<file path="config.mk">
export PLATFORM = sky130hd
export DESIGN_NAME = tmcg_ctrl
export DESIGN_NICKNAME = d
export VERILOG_FILES = /design/src/hw/rtl/tmcg_pkg.sv /design/src/hw/rtl/tmcg_ctrl.sv
export SDC_FILE = /design/constraint.sdc
export NUM_CORES = 1
export LEC_CHECK = 0
export BUFFER_PORTS_ARGS = -buffer_cell sky130_fd_sc_hd__buf_4
export CAP_MARGIN = 0
export CORE_AREA = 10 10 47 49
export CTS_CLUSTER_DIAMETER = 150
export CTS_CLUSTER_SIZE = 10
export DETAILED_ROUTE_END_ITERATION = 7
export DIE_AREA = 0 0 57 59
export GPL_TIMING_DRIVEN = 0
export HOLD_SLACK_MARGIN = 0.08
export PLACE_DENSITY = 0.53
export SYNTH_ARGS = -nofsm -noshare
export SYNTH_HDL_FRONTEND = slang
export SYNTH_SLANG_ARGS = --single-unit
</file>
<file path="constraint.sdc">
create_clock -name clk -period 2 [get_ports clk]
set_input_delay 0.1 -clock clk [delete_from_list [all_inputs] [get_ports clk]]
set_output_delay 0.1 -clock clk [all_outputs]
set_load 0.005 [all_outputs]
</file>
<file path="src/hw/rtl/tmcg_pkg.sv">
`timescale 1ns / 1ps

package tmcg_pkg;

	// Command codes of an input word.
	localparam logic [2:0] CMD_TICK   = 3'd0;
	localparam logic [2:0] CMD_PLAY   = 3'd1;
	localparam logic [2:0] CMD_RECORD = 3'd2;
	localparam logic [2:0] CMD_STOP   = 3'd3;
	localparam logic [2:0] CMD_LOAD   = 3'd4;

	// Configuration register indexes.
	localparam logic [2:0] REG_FRAMES_PER_BEAT = 3'd0;
	localparam logic [2:0] REG_BEATS_PER_BAR   = 3'd1;
	localparam logic [2:0] REG_CLICK_LENGTH    = 3'd2;
	localparam logic [2:0] REG_METRO_ENABLE    = 3'd3;
	localparam logic [2:0] REG_METRO_GAIN      = 3'd4;

	// Transport states.
	localparam logic [1:0] TS_STOPPED   = 2'd0;
	localparam logic [1:0] TS_PLAYING   = 2'd1;
	localparam logic [1:0] TS_COUNT_IN  = 2'd2;
	localparam logic [1:0] TS_RECORDING = 2'd3;

	// Configuration reset values.
	localparam logic [18:0] RST_FRAMES_PER_BEAT = 19'd24000;
	localparam logic [5:0]  RST_BEATS_PER_BAR   = 6'd4;
	localparam logic [14:0] RST_CLICK_LENGTH    = 15'd4800;
	localparam logic        RST_METRO_ENABLE    = 1'b1;
	localparam logic [15:0] RST_METRO_GAIN      = 16'd19661;

	// Unity gain in Q1.15.
	localparam logic [16:0] GAIN_UNITY = 17'd32768;

	typedef struct packed {
		logic [2:0]         cmd;
		logic signed [39:0] play_frame;
		logic [7:0]         lead_bars;
		logic               table_select;
		logic [13:0]        table_index;
		logic signed [15:0] table_word;
	} in_word_t;

	typedef struct packed {
		logic signed [15:0] click_sample;
		logic signed [39:0] position;
		logic [1:0]         transport_state;
	} out_word_t;

	// Commands from the controller to the datapath.
	typedef struct packed {
		logic capture;
		logic bar_go;
		logic mul_go;
		logic mul_rec;
		logic div_start;
		logic div_pass_b;
		logic div_cap_a;
		logic commit;
	} ctl_cmd_t;

	// Status from the datapath to the controller.
	typedef struct packed {
		logic div_done;
	} dp_sts_t;

endpackage

</file>
<file path="src/hw/rtl/tmcg_ctrl.sv">
`timescale 1ns / 1ps

module tmcg_ctrl import tmcg_pkg::*; (
	input  logic       clk,
	input  logic       arst_n,
	input  logic       cmd_valid,
	input  logic [2:0] cmd_code,
	input  logic       res_stall,
	input  dp_sts_t    sts,
	output logic       cmd_stall,
	output logic       res_valid,
	output ctl_cmd_t   ctl
);

	localparam logic [3:0] S_IDLE     = 4'd0;
	localparam logic [3:0] S_TICK_RD  = 4'd1;
	localparam logic [3:0] S_TICK_MUL = 4'd2;
	localparam logic [3:0] S_DIV_A0   = 4'd3;
	localparam logic [3:0] S_DIV_A1   = 4'd4;
	localparam logic [3:0] S_DIV_B0   = 4'd5;
	localparam logic [3:0] S_DIV_B1   = 4'd6;
	localparam logic [3:0] S_REC_A    = 4'd7;
	localparam logic [3:0] S_REC_B    = 4'd8;
	localparam logic [3:0] S_DONE     = 4'd9;

	logic [3:0] state_q;
	logic [3:0] state_d;
	logic       out_valid_q;
	logic       slot_free;

	assign slot_free = !out_valid_q || !res_stall;
	assign cmd_stall = (state_q != S_IDLE);
	assign res_valid = out_valid_q;

	always_comb begin
		state_d = state_q;
		ctl     = '0;
		unique case (state_q)
			S_IDLE: begin
				if (cmd_valid) begin
					ctl.capture = 1'b1;
					unique case (cmd_code)
						CMD_TICK:   state_d = S_TICK_RD;
						CMD_PLAY:   state_d = S_DIV_A0;
						CMD_RECORD: state_d = S_REC_A;
						default:    state_d = S_DONE;
					endcase
				end
			end
			S_TICK_RD: begin
				state_d = S_TICK_MUL;
			end
			S_TICK_MUL: begin
				ctl.mul_go = 1'b1;
				state_d    = S_DONE;
			end
			S_DIV_A0: begin
				ctl.div_start = 1'b1;
				state_d       = S_DIV_A1;
			end
			S_DIV_A1: begin
				if (sts.div_done) begin
					ctl.div_cap_a = 1'b1;
					state_d       = S_DIV_B0;
				end
			end
			S_DIV_B0: begin
				ctl.div_start  = 1'b1;
				ctl.div_pass_b = 1'b1;
				state_d        = S_DIV_B1;
			end
			S_DIV_B1: begin
				if (sts.div_done) begin
					state_d = S_DONE;
				end
			end
			S_REC_A: begin
				ctl.bar_go = 1'b1;
				state_d    = S_REC_B;
			end
			S_REC_B: begin
				ctl.mul_go  = 1'b1;
				ctl.mul_rec = 1'b1;
				state_d     = S_DONE;
			end
			S_DONE: begin
				if (slot_free) begin
					ctl.commit = 1'b1;
					state_d    = S_IDLE;
				end
			end
			default: begin
				state_d = S_IDLE;
			end
		endcase
	end

	always_ff @(posedge clk or negedge arst_n) begin
		if (!arst_n) begin
			state_q     <= S_IDLE;
			out_valid_q <= 1'b0;
		end else begin
			state_q <= state_d;
			if (ctl.commit) begin
				out_valid_q <= 1'b1;
			end else if (!res_stall) begin
				out_valid_q <= 1'b0;
			end
		end
	end

endmodule

</file>
==> impl_results.md, run 1 <==
* Seq pwr share at 0.232
* Rows at 14
* Area grow syn2layout at 43.2%
* Sw power at about 340 uW
* Area contributors post-synth: dfrtp_1, xnor2_1, o31ai_1, nor2_1, nor3b_1
* ANT cells at 0
* Setup crit end kind: flip-flop
* Final setup violation count at 0
* GRT Total Usage at 0.0762
* Worst EP required at roughly 2.1 ns
* Worst-case clock buffer depth at 2
* Footprint of the multi-input gates at around 280 sq um
* Leading register cell type out of synthesis: dfrtp_1
* Starting DRT DRC Count at 1
* Layout cells sized above 1 at 0.347
* Post-synth top area cell: dfrtp_1
* First-pass GRT wire length at roughly 2000 microns
* Htree depth at 1
* Sequential standard cell area at about 130 sq um
* LEAKAGE at about 0.00028 uW
* RSZ-0062 raised after global routing: no
* # port buffers at 17
* Fillcell total at 152
* Setup TNS at 0 ns
* Power per Cell Area at about 1300 nW/um^2
* Setup ws final at 0.323 ns
* Most frequent cells after synthesis: dfrtp_1, nor2_1, nand2_1, o31ai_1, xnor2_1
* WP data arrival at between 1.5 and 2 ns
* Worst setup path category: flip-flop to flip-flop
* Dpl ws at 0.324 ns
* First drt pass iteration count at 2
* DRC errors left at 0
* Ys async rst share at 1.00
* Status: finished clean
* Initial Util at 0.304
* CP max FO at 6
* Skew-Pair Late Insertion Delay at approximately 0.24 ns
* Vias in the first global route at roughly 480
* Final Critical Period at 1.68 ns
* Post-Syn Area at between 400 and 500 sq um
* Vias per cell at about 5.0
* Final clock skew at 0.00249 ns
* Design Power at 821 uW
* CTS clk-pin slew, worst paths at around 0.04 ns
* Fmax at about 600 MHz
* Register area share after synthesis at 0.294
* Routability congestion estimate at 0.748
* Overflow after GRT at 0
* Ports at 18
* Max cap viols at 0
* Die height at slightly below 60 microns
* Post-Syn Nets at 58
* Final Max Tran Viols at 0
* Clock share of power at 0.137
* Yosys reg bits at 5
* Fin crit share at 0.839
* DR vias at ~440
* Syn Inst Count at 50
* CTS tree: yes
* Share of the synthesized area in the top cell type at 0.294
* Slew headroom at 0.667
* Final-stage net count at 81
* Startpoint Class: flip-flop
* Ys Warns at 0
* Wire per inst at between 10 and 15 microns
* Full die area at about 3400 sq um
* Initial antenna violation count at 0
* Clk sinks at 5
* Post-synth EDFFs at 0
* Synth unique cells at 31
* Hold Vio Cnt, Final at 0
* Hold Crit Class: input pin to flip-flop
* DP HPWL at approximately 930 microns
* Max rail drop VDD at roughly 0.47 mV
* Int Power at about 480 uW
* Cts bufs inserted at 3
* Antenna viol nets, final at 0
* Switching share of power at 0.411
* Clock root buffer master: clkbuf_4
* Worst Tran Pin Value at 0.494 ns
* Combinational fraction of design power at 0.631
* Die Width at ~57 microns
* DRT Wirelength at between 1000 and 1500 microns
* Syn avg cell area at 8.51 sq um
* Count leader, synth: dfrtp_1
* Largest net degree at the start of global routing at 11
* Core Area at 1400 sq um
==> power groups by stage <==
stage | sequential, uW | clock [uW] | combinational [uW]
final | 190 | 112 | 518
after global routing | 197 | 123 | 586
after CTS | 189 | 119 | 527
after detailed placement | 191 | 0 | 523
after global placement | 189 | 0 | 526
after floorplan | 177 | 0 | 345
==> metrics by stage <==
stage	area, sq um	std cells	hold WS, ns	util
detailed placement	573	83	-0.0983	0.409
global placement	573	83	-0.0991	0.409
finish	609	88	0.107	0.435
CTS	609	88	0.100	0.435
floorplan	425	50	-0.196	-
global route	609	88	0.118	0.435
==> metal layers <==
metal / vias up / track usage / wire length, microns
met4: 0 / 0.0705 / 0
met1: 203 / 0.0834 / 547
met5: - / 0 / 0
met3: 0 / 0.0236 / 55
met2: 8 / 0.115 / 582
li1: 231 / - / -
==> worst max-delay path, cell delays in order, from the launching register on <==
cell,delay (ns)
dfrtp_1,0.44
or4_4,0.54
o21ai_0,0.43
o31ai_1,0.14
==> kinds of logic (layout without fill, tap and decap cells) <==
kind of cell    count (synthesis)  in the layout  share of synthesized area
flops                           5              5                      0.294
xor+xnor                        3              3                     0.0618
compound gates                 13             13                      0.241
buf+inv                         5             27                     0.0559
simple gates                   24             24                      0.347
==> layout by cell type (no fill, tap or decap), types with 3 or more instances in the layout <==
master,synthesis,final
buf_4,0,17
clkbuf_4,1,4
dfrtp_1,5,5
nand2_1,3,3
nor2_1,4,4
o31ai_1,3,3
xnor2_1,3,3
==> final timing paths <==
check,cells past startpoint,slack [ns],start,to
worst max-delay path,3,0.32,state_q[0],state_q[2]
worst min-delay path,3,0.11,res_stall,res_valid
worst max register to register,3,0.32,state_q[0],state_q[2]
worst min register to register,2,0.55,res_valid,res_valid
max in group asynchronous,2,1.70,arst_n,state_q[3]
min in group asynchronous,2,0.20,arst_n,state_q[0]
==> layout make-up <==
cell class,instances,area share
multi-input combinational,40,0.454
timing repair buffer,18,0.226
sequential,5,0.205
clock buffer,4,0.0431
buffer,4,0.0329
tap,16,0.0329
inverter,1,0.00616
==> registers in the layout, summed over array words and instances (netlist names) <==
name,count
state_q,4
res_valid,1
==> repair_timing <==
item / 4_1_cts / 5_1_grt
resized for setup: 0 / 0
hold buffers: 1 / 0
buffers inserted: 0 / 0
endpoints found under the hold margin: 5 / 0
No activity file was read; power rests on OpenSTA's default activity.
==> inputs of run 2 (changes only) <==
--- a/config.mk
+++ b/config.mk
@@ -5,6 +5,7 @@
 export SDC_FILE = /design/constraint.sdc
 export NUM_CORES = 1
 export LEC_CHECK = 0
+export ABC_AREA = 1
 export BUFFER_PORTS_ARGS = -buffer_cell sky130_fd_sc_hd__buf_4
 export CAP_MARGIN = 0
 export CORE_AREA = 10 10 47 49
@@ -14,7 +15,7 @@
 export DIE_AREA = 0 0 57 59
 export GPL_TIMING_DRIVEN = 0
 export HOLD_SLACK_MARGIN = 0.08
-export PLACE_DENSITY = 0.53
+export PLACE_DENSITY = 0.56
 export SYNTH_ARGS = -nofsm -noshare
 export SYNTH_HDL_FRONTEND = slang
 export SYNTH_SLANG_ARGS = --single-unit
==> constraint.sdc (replaced) <==
create_clock -name clk -period 1.5 [get_ports clk]
set_input_delay 0.075 -clock clk [delete_from_list [all_inputs] [get_ports clk]]
set_output_delay 0.075 -clock clk [all_outputs]
set_load 0.005 [all_outputs]
==> run 2 against run 1 <==
Compared with the run above:
- cell count rose by 20%
- total power up 32%
- hold slack improved by 0.015 ns
- wire length down 11%
- clock skew down 0.0023 ns
- sequential share of layout area decreased by 0.25 points
- combinational power increased by 25%
==> impl_results.md, run 2 <==
* Yosys reg bits at 5 (unchanged)
* Htree depth at 1 (unchanged)
* Initial Util at 0.307 (was 0.304)
* First drt pass iteration count at 3 (was 2)
* ANT cells at 0 (unchanged)
* Vias in the first global route at 447 (was 479)
* Share of the synthesized area in the top cell type at 0.291 (was 0.294)
* Postcts setup bufs at 0 (unchanged)
* Post-synth top area cell: dfrtp_1 (unchanged)
* Reg2reg setup slack at 0.32 ns (about the same)
* Count leader, synth: nand2_1 (was dfrtp_1)
* Clk sinks at 5 (unchanged)
* Clock share of power at 0.138 (was 0.137)
* Design Power at 1080 uW (was 821 uW)
* Seq pwr share at 0.265 (was 0.232)
* Full die area at 3360 sq um (unchanged)
* CTS clk-pin slew, worst paths at 0.04 ns (about the same)
* Slowest cell on the critical path: dfrtp_1 (was or4_4)
* DRC errors left at 0 (unchanged)
* Ys async rst share at 1.00 (unchanged)
* Final Critical Period at 1.40 ns
* Hold Crit Class: input pin to flip-flop (unchanged)
* DP HPWL at 921 microns (was 932 microns)
* Combinational fraction of design power at 0.597 (was 0.631)
* Ys Warns at 0 (unchanged)
* Cts bufs inserted at 3 (unchanged)
* Largest net degree at the start of global routing at 8 (was 11)
* Most frequent cells after synthesis: nand2_1, inv_1, nand3_1, dfrtp_1, nor2_2 (was dfrtp_1, nor2_1, nand2_1, o31ai_1, xnor2_1)
* Synth unique cells at 16 (was 31)
* Final Max Tran Viols at 0 (unchanged)
* Register area share after synthesis at 0.291 (was 0.294)
* Setup TNS at 0 ns (unchanged)
* Cell Chain, Critical Path: inv_1, nor2_2, inv_1, o21ai_0, buf_4 (was or4_4, o21ai_0, o31ai_1)
* LEAKAGE at 0.000349 uW (was 0.000278 uW)
* Die height at 59 microns (unchanged)
* CTS tree: yes (unchanged)
* WP data arrival at 1.33 ns (was 1.78 ns)
* Int Power at 576 uW (was 484 uW)
* Wire per inst at 9.98 microns (was 13.5 microns)
* Routability congestion estimate at 0.745 (was 0.748)
* Setup crit end kind: primary output (was flip-flop)
* Most flop-heavy register: state_q (unchanged)
* Max rail drop VDD at 0.832 mV (was 0.472 mV)
* Layout cells sized above 1 at 0.389 (was 0.347)
* Cell count of the worst reg-to-reg path at 7 (was 3)
* Sw power at 508 uW (was 337 uW)
* Switching share of power at 0.469 (was 0.411)
* Overflow after GRT at 0 (unchanged)
* Post-Syn Area at 430 sq um (was 425 sq um)
* Initial antenna violation count at 0 (unchanged)
* Leading cell type in the layout, fill and taps excluded: nand2_1 (was buf_4)
* Post-Syn Nets at 76 (was 58)
* Final-stage net count at 99 (was 81)
* Worst setup path category: flip-flop to primary output (was flip-flop to flip-flop)
* R2r endpoint: state_q[1] (was state_q[2])
* Syn avg cell area at 6.33 sq um (was 8.51 sq um)
* Area contributors post-synth: dfrtp_1, nand2_1, inv_1, nor2_4, nor2_2 (was dfrtp_1, xnor2_1, o31ai_1, nor2_1, nor3b_1)
* Final clock skew at 0.000166 ns (was 0.00249 ns)
* Post-synth EDFFs at 0 (unchanged)
* Worst-case clock buffer depth at 2 (unchanged)
* Status: finished clean (unchanged)
* Worst EP required at 1.42 ns (was 2.10 ns)
* Vias per cell at 4.43 (was 5.02)
* Slew headroom at 0.850 (was 0.667)
* End of the critical path: ctl[3] (was state_q[2])
* Hold Vio Cnt, Final at 0 (unchanged)
* Clock root buffer master: clkbuf_4 (unchanged)
* Power per Cell Area at 1740 nW/um^2 (was 1350 nW/um^2)
* Antenna viol nets, final at 0 (unchanged)
* Ports at 18 (unchanged)
* CP max FO at 5 (was 6)
* Fin crit share at 0.936
* Worst path most repeated cell: inv_1
* Area grow syn2layout at 44.8% (was 43.2%)
* Hold WS at 0.122 ns (was 0.107 ns)
* Syn Inst Count at 68 (was 50)
* Starting DRT DRC Count at 7 (was 1)
* Footprint of the multi-input gates at 262 sq um (was 277 sq um)
* Crit path from: state_q[2] (was state_q[0])
* CP peak stage delay at 0.44 ns (was 0.54 ns)
* GRT Total Usage at 0.0678 (was 0.0762)
* Max reg flops at 4 (unchanged)
* DRT Wirelength at 1060 microns (was 1190 microns)
* Final setup violation count at 0 (unchanged)
* Die Width at 57 microns (unchanged)
* Rows at 14 (unchanged)
* Max cap viols at 0 (unchanged)
* Final core utilization at 0.445 (was 0.435)
* Fillcell total at 162 (was 152)
* Sequential standard cell area at 126 sq um (was 125 sq um)
* Core Area at 1400 sq um (unchanged)
* Leading register cell type out of synthesis: dfrtp_1 (unchanged)
* # port buffers at 17 (unchanged)
* Fmax at between 700 and 800 MHz
* Skew-Pair Late Insertion Delay at 0.23 ns (was 0.24 ns)
* DR vias at 470 (was 442)
* Most frequent cells in the layout: nand2_1, buf_4, inv_1 (was buf_4, dfrtp_1, clkbuf_4, nor2_1)
* Reg-to-Reg Start: state_q[2] (was state_q[0])
* First-pass GRT wire length at 1860 microns (was 2050 microns)
* Startpoint Class: flip-flop (unchanged)
* Worst Tran Pin Value at 0.225 ns (was 0.494 ns)
-- run 2: layer usage --
metal | up-vias | global-route usage | routed length (microns)
met1 | 205 | 0.0700 | 422
met3 | 0 | 0.0258 | 86
met4 | 0 | 0.0503 | 0
met2 | 8 | 0.110 | 550
li1 | 257 | - | -
met5 | - | 0 | 0
-- run 2: critical path, delay by kind of cell (launching register included) --
| family | cells | cell delay [ns] |
|---|---|---|
| flip-flops | 1 | 0.44 |
| buffers and inverters | 3 | 0.33 |
| AND/OR/NAND/NOR | 1 | 0.17 |
| AO/OA/AOI/OAI | 1 | 0.16 |
-- run 2: worst min-delay path by stage --
stage	from	end	slack [ns]	cells past startpoint
after floorplan	arst_n	res_valid	-0.22	0
after global placement	arst_n	res_valid	-0.12	1
after detailed placement	arst_n	res_valid	-0.12	1
after CTS	res_stall	res_valid	0.12	3
after global routing	sts	state_q[2]	0.14	4
final	res_stall	res_valid	0.12	3
-- run 2: repair_timing --
| action | CTS | global route |
|---|---|---|
| hold buffers | 1 | 0 |
| hold endpoints to repair | 5 | 0 |
| resized for setup | 0 | 3 |
| endpoints found under the setup margin | 0 | 1 |
-- run 2: kinds of logic (layout without fill, tap and decap cells) --
family	after synthesis	after routing	share of synthesized area
simple gates	45	45	0.529
buf+inv	13	35	0.113
compound gates	5	5	0.0668
flops	5	5	0.291
-- run 2: power by group through the flow --
| stage | clock [uW] | combinational [uW] | sequential (uW) |
|---|---|---|---|
| floorplan | 0 | 417 | 263 |
| global placement | 0 | 649 | 273 |
| detailed placement | 0 | 652 | 274 |
| CTS | 157 | 657 | 272 |
| global route | 172 | 741 | 296 |
| finish | 150 | 648 | 287 |
-- run 2: through the flow --
step | instance area [sq um] | std cells | worst slack, ns
CTS | 614 | 106 | 0.0793
finish | 623 | 106 | 0.0967
detailed placement | 578 | 101 | 0.340
floorplan | 430 | 68 | 0.448
global route | 623 | 106 | -0.00479
global placement | 578 | 101 | 0.350
-- run 2: cell type report --
type                       count  share of cell area
sequential                     5               0.203
clock buffer                   4              0.0422
timing repair buffer          18               0.221
tap                           16              0.0321
inverter                      13              0.0823
multi-input combinational     50               0.420
==> inputs of run 3 (changes only) <==
--- a/config.mk
+++ b/config.mk
@@ -9,6 +9,7 @@
 export BUFFER_PORTS_ARGS = -buffer_cell sky130_fd_sc_hd__buf_4
 export CAP_MARGIN = 0
 export CORE_AREA = 10 10 47 49
+export CTS_BUF_LIST = sky130_fd_sc_hd__clkbuf_16
 export CTS_CLUSTER_DIAMETER = 150
 export CTS_CLUSTER_SIZE = 10
 export DETAILED_ROUTE_END_ITERATION = 7
==> run 3 against run 2 <==
Compared with the run above:
- wire length increased by 2.6%
- fmax increased by 0.82%
- sequential share of layout area decreased by 1.7 points
- hold slack improved by 0.013 ns
- design area increased by 7.8%
- cell count unchanged
- utilization increased by 3.5 points
- die area unchanged
==> impl_results.md, run 3 (synthesized netlist as in run 2, its figures left out) <==
* Clock share of power at 0.313 (was 0.138)
* Overflow after GRT at 0 (unchanged)
* Slew headroom at 0.818 (was 0.850)
* CP delay by family, top: flip-flops (unchanged)
* Die Width at 57 microns (unchanged)
* Crit path depth at 5 (unchanged)
* Starting DRT DRC Count at 4 (was 7)
* R2r endpoint: state_q[2] (was state_q[1])
* Fmax at 718 MHz (was 713 MHz)
* Final-stage net count at 99 (unchanged)
* Crit path from: state_q[2] (unchanged)
* Area grow syn2layout at 56.1% (was 44.8%)
* DR vias at 466 (was 470)
* Layout cells sized above 1 at 0.378 (was 0.389)
* Sequential standard cell area at 125 sq um (was 126 sq um)
* Full die area at 3360 sq um (unchanged)
* # port buffers at 17 (unchanged)
* DP HPWL at 921 microns (unchanged)
* Reg-to-Reg Start: state_q[2] (unchanged)
* Seq pwr share at 0.209 (was 0.265)
* Initial Util at 0.307 (unchanged)
* Slowest cell on the critical path: dfrtp_1 (unchanged)
* Status: finished clean (unchanged)
* Rows at 14 (unchanged)
* Hold Vio Cnt, Final at 0 (unchanged)
* Reg2reg setup slack at 0.31 ns (was 0.32 ns)
* DRT Wirelength at 1090 microns (was 1060 microns)
* Wire per inst at 10.2 microns (was 9.98 microns)
* Fillcell total at 151 (was 162)
* Antenna viol nets, final at 0 (unchanged)
* Hold Crit Class: input pin to flip-flop (unchanged)
* First-pass GRT wire length at 1900 microns (was 1860 microns)
* CTS tree: yes (unchanged)
* CP peak stage delay at 0.44 ns (about the same)
* Int Power at 815 uW (was 576 uW)
* Worst-case clock buffer depth at 2 (unchanged)
* Fin crit share at 0.928 (was 0.936)
* Postcts setup bufs at 0 (unchanged)
* Final setup violation count at 0 (unchanged)
* Cts bufs inserted at 3 (unchanged)
* Initial antenna violation count at 0 (unchanged)
* DRC errors left at 0 (unchanged)
* CP bufs+invs at 3 (unchanged)
* Final Critical Period at 1.39 ns (was 1.40 ns)
* First drt pass iteration count at 4 (was 3)
* Footprint of the multi-input gates at 262 sq um (unchanged)
* Worst EP required at 1.42 ns (about the same)
* Clock root buffer master: clkbuf_16 (was clkbuf_4)
* Combinational fraction of design power at 0.478 (was 0.597)
* Leading cell type in the layout, fill and taps excluded: nand2_1 (unchanged)
* Final clock skew at 0.00121 ns (was 0.000166 ns)
* Cell Chain, Critical Path: inv_1, nor2_2, inv_1, o21ai_0, buf_4 (unchanged)
* Startpoint Class: flip-flop (unchanged)
* Power per Cell Area at 2010 nW/um^2 (was 1740 nW/um^2)
* Worst setup path category: flip-flop to primary output (unchanged)
* RSZ-0062 raised after global routing: no
* Core Area at 1400 sq um (unchanged)
* Vias per cell at 4.40 (was 4.43)
* GRT Total Usage at 0.0674 (was 0.0678)
* Die height at 59 microns (unchanged)
* Clk sinks at 5 (unchanged)
* Setup TNS at 0 ns (unchanged)
* Most flop-heavy register: state_q (unchanged)
* Largest net degree at the start of global routing at 8 (unchanged)
* Final Max Tran Viols at 0 (unchanged)
* Sw power at 534 uW (was 508 uW)
* Switching share of power at 0.396 (was 0.469)
* End of the critical path: ctl[3] (unchanged)
* Max rail drop VDD at 1.46 mV (was 0.832 mV)
* CTS clk-pin slew, worst paths at 0.03 ns (was 0.04 ns)
* Placed Instances at 101 (unchanged)
* Max reg flops at 4 (unchanged)
* Vias in the first global route at 453 (was 447)
* Hold WS at 0.135 ns (was 0.122 ns)
* CP max FO at 5 (unchanged)
* Worst path most repeated cell: inv_1 (unchanged)
* Most frequent cells in the layout: nand2_1, buf_4, inv_1 (unchanged)
* Cell count of the worst reg-to-reg path at 7 (unchanged)
* Htree depth at 1 (unchanged)
* Skew-Pair Late Insertion Delay at 0.22 ns (was 0.23 ns)
* LEAKAGE at 0.000378 uW (was 0.000349 uW)
* Setup crit end kind: primary output (unchanged)
* ANT cells at 0 (unchanged)
* Layout Cells excl Fill at 106 (unchanged)
* Ports at 18 (unchanged)
* Max cap viols at 0 (unchanged)
* Worst Tran Pin Value at 0.272 ns (was 0.225 ns)
* WP data arrival at 1.32 ns (was 1.33 ns)
* Routability congestion estimate at 0.745 (unchanged)
-- run 3: changes by cell type in the layout (fill, tap and decap cells not counted), sizes merged --
cell    change
inv         +1
clkbuf      -1
-- run 3: worst min path at each step --
stage | start | endpoint | slack [ns] | depth (start not counted)
2_1_floorplan | arst_n | res_valid | -0.22 | 0
3_3_place_gp | arst_n | res_valid | -0.12 | 1
3_5_place_dp | arst_n | res_valid | -0.12 | 1
4_1_cts | res_stall | res_valid | 0.14 | 3
5_1_grt | sts | state_q[2] | 0.18 | 4
6_report | res_stall | res_valid | 0.13 | 3
-- run 3: power by group through the flow --
stage | clock [uW] | combinational [uW] | sequential (uW)
floorplan | 0 | 417 | 263
global placement | 0 | 649 | 273
detailed placement | 0 | 652 | 274
CTS | 428 | 658 | 272
global route | 444 | 738 | 290
finish | 422 | 645 | 281
-- run 3: per-layer routing --
| metal | vias up | track usage | wire, microns |
|---|---|---|---|
| met4 | 0 | 0.0302 | 0 |
| met3 | 0 | 0.0258 | 81 |
| met2 | 8 | 0.113 | 555 |
| met1 | 204 | 0.0737 | 449 |
| met5 | - | 0 | 0 |
| li1 | 254 | - | - |
-- run 3: metrics by stage --
| stage | setup slack [ns] | total power, uW | instance area, sq um | util |
|---|---|---|---|---|
| global placement | 0.350 | 922 | 578 | 0.413 |
| CTS | 0.102 | 1360 | 667 | 0.476 |
| floorplan | 0.448 | 681 | 430 | - |
| detailed placement | 0.340 | 926 | 578 | 0.413 |
| global route | 0.0141 | 1470 | 672 | 0.479 |
| finish | 0.108 | 1350 | 672 | 0.479 |
-- run 3: layout make-up --
| type | count | area share |
|---|---|---|
| clock inverters | 1 | 0.00559 |
| flip-flops and latches | 5 | 0.186 |
| repair buffers | 18 | 0.205 |
| inverters | 13 | 0.0726 |
| clock buffers | 3 | 0.112 |
| well taps | 16 | 0.0298 |
| multi-input cells | 50 | 0.389 |
-- run 3: worst register-to-register path: stages (launching register included) --
cell     delay [ns]
dfrtp_1        0.44
inv_1          0.08
nor2_2         0.17
nand2_1        0.10
nand2_1        0.12
nor2_4         0.05
nand2_1        0.06
nand2_1        0.05
-- run 3: what timing repair did --
item / 4_1_cts / 5_1_grt
hold buffers: 1 / 0
hold endpoints to repair: 5 / 0
endpoints found under the setup margin: 0 / 1
resized for setup: 0 / 1
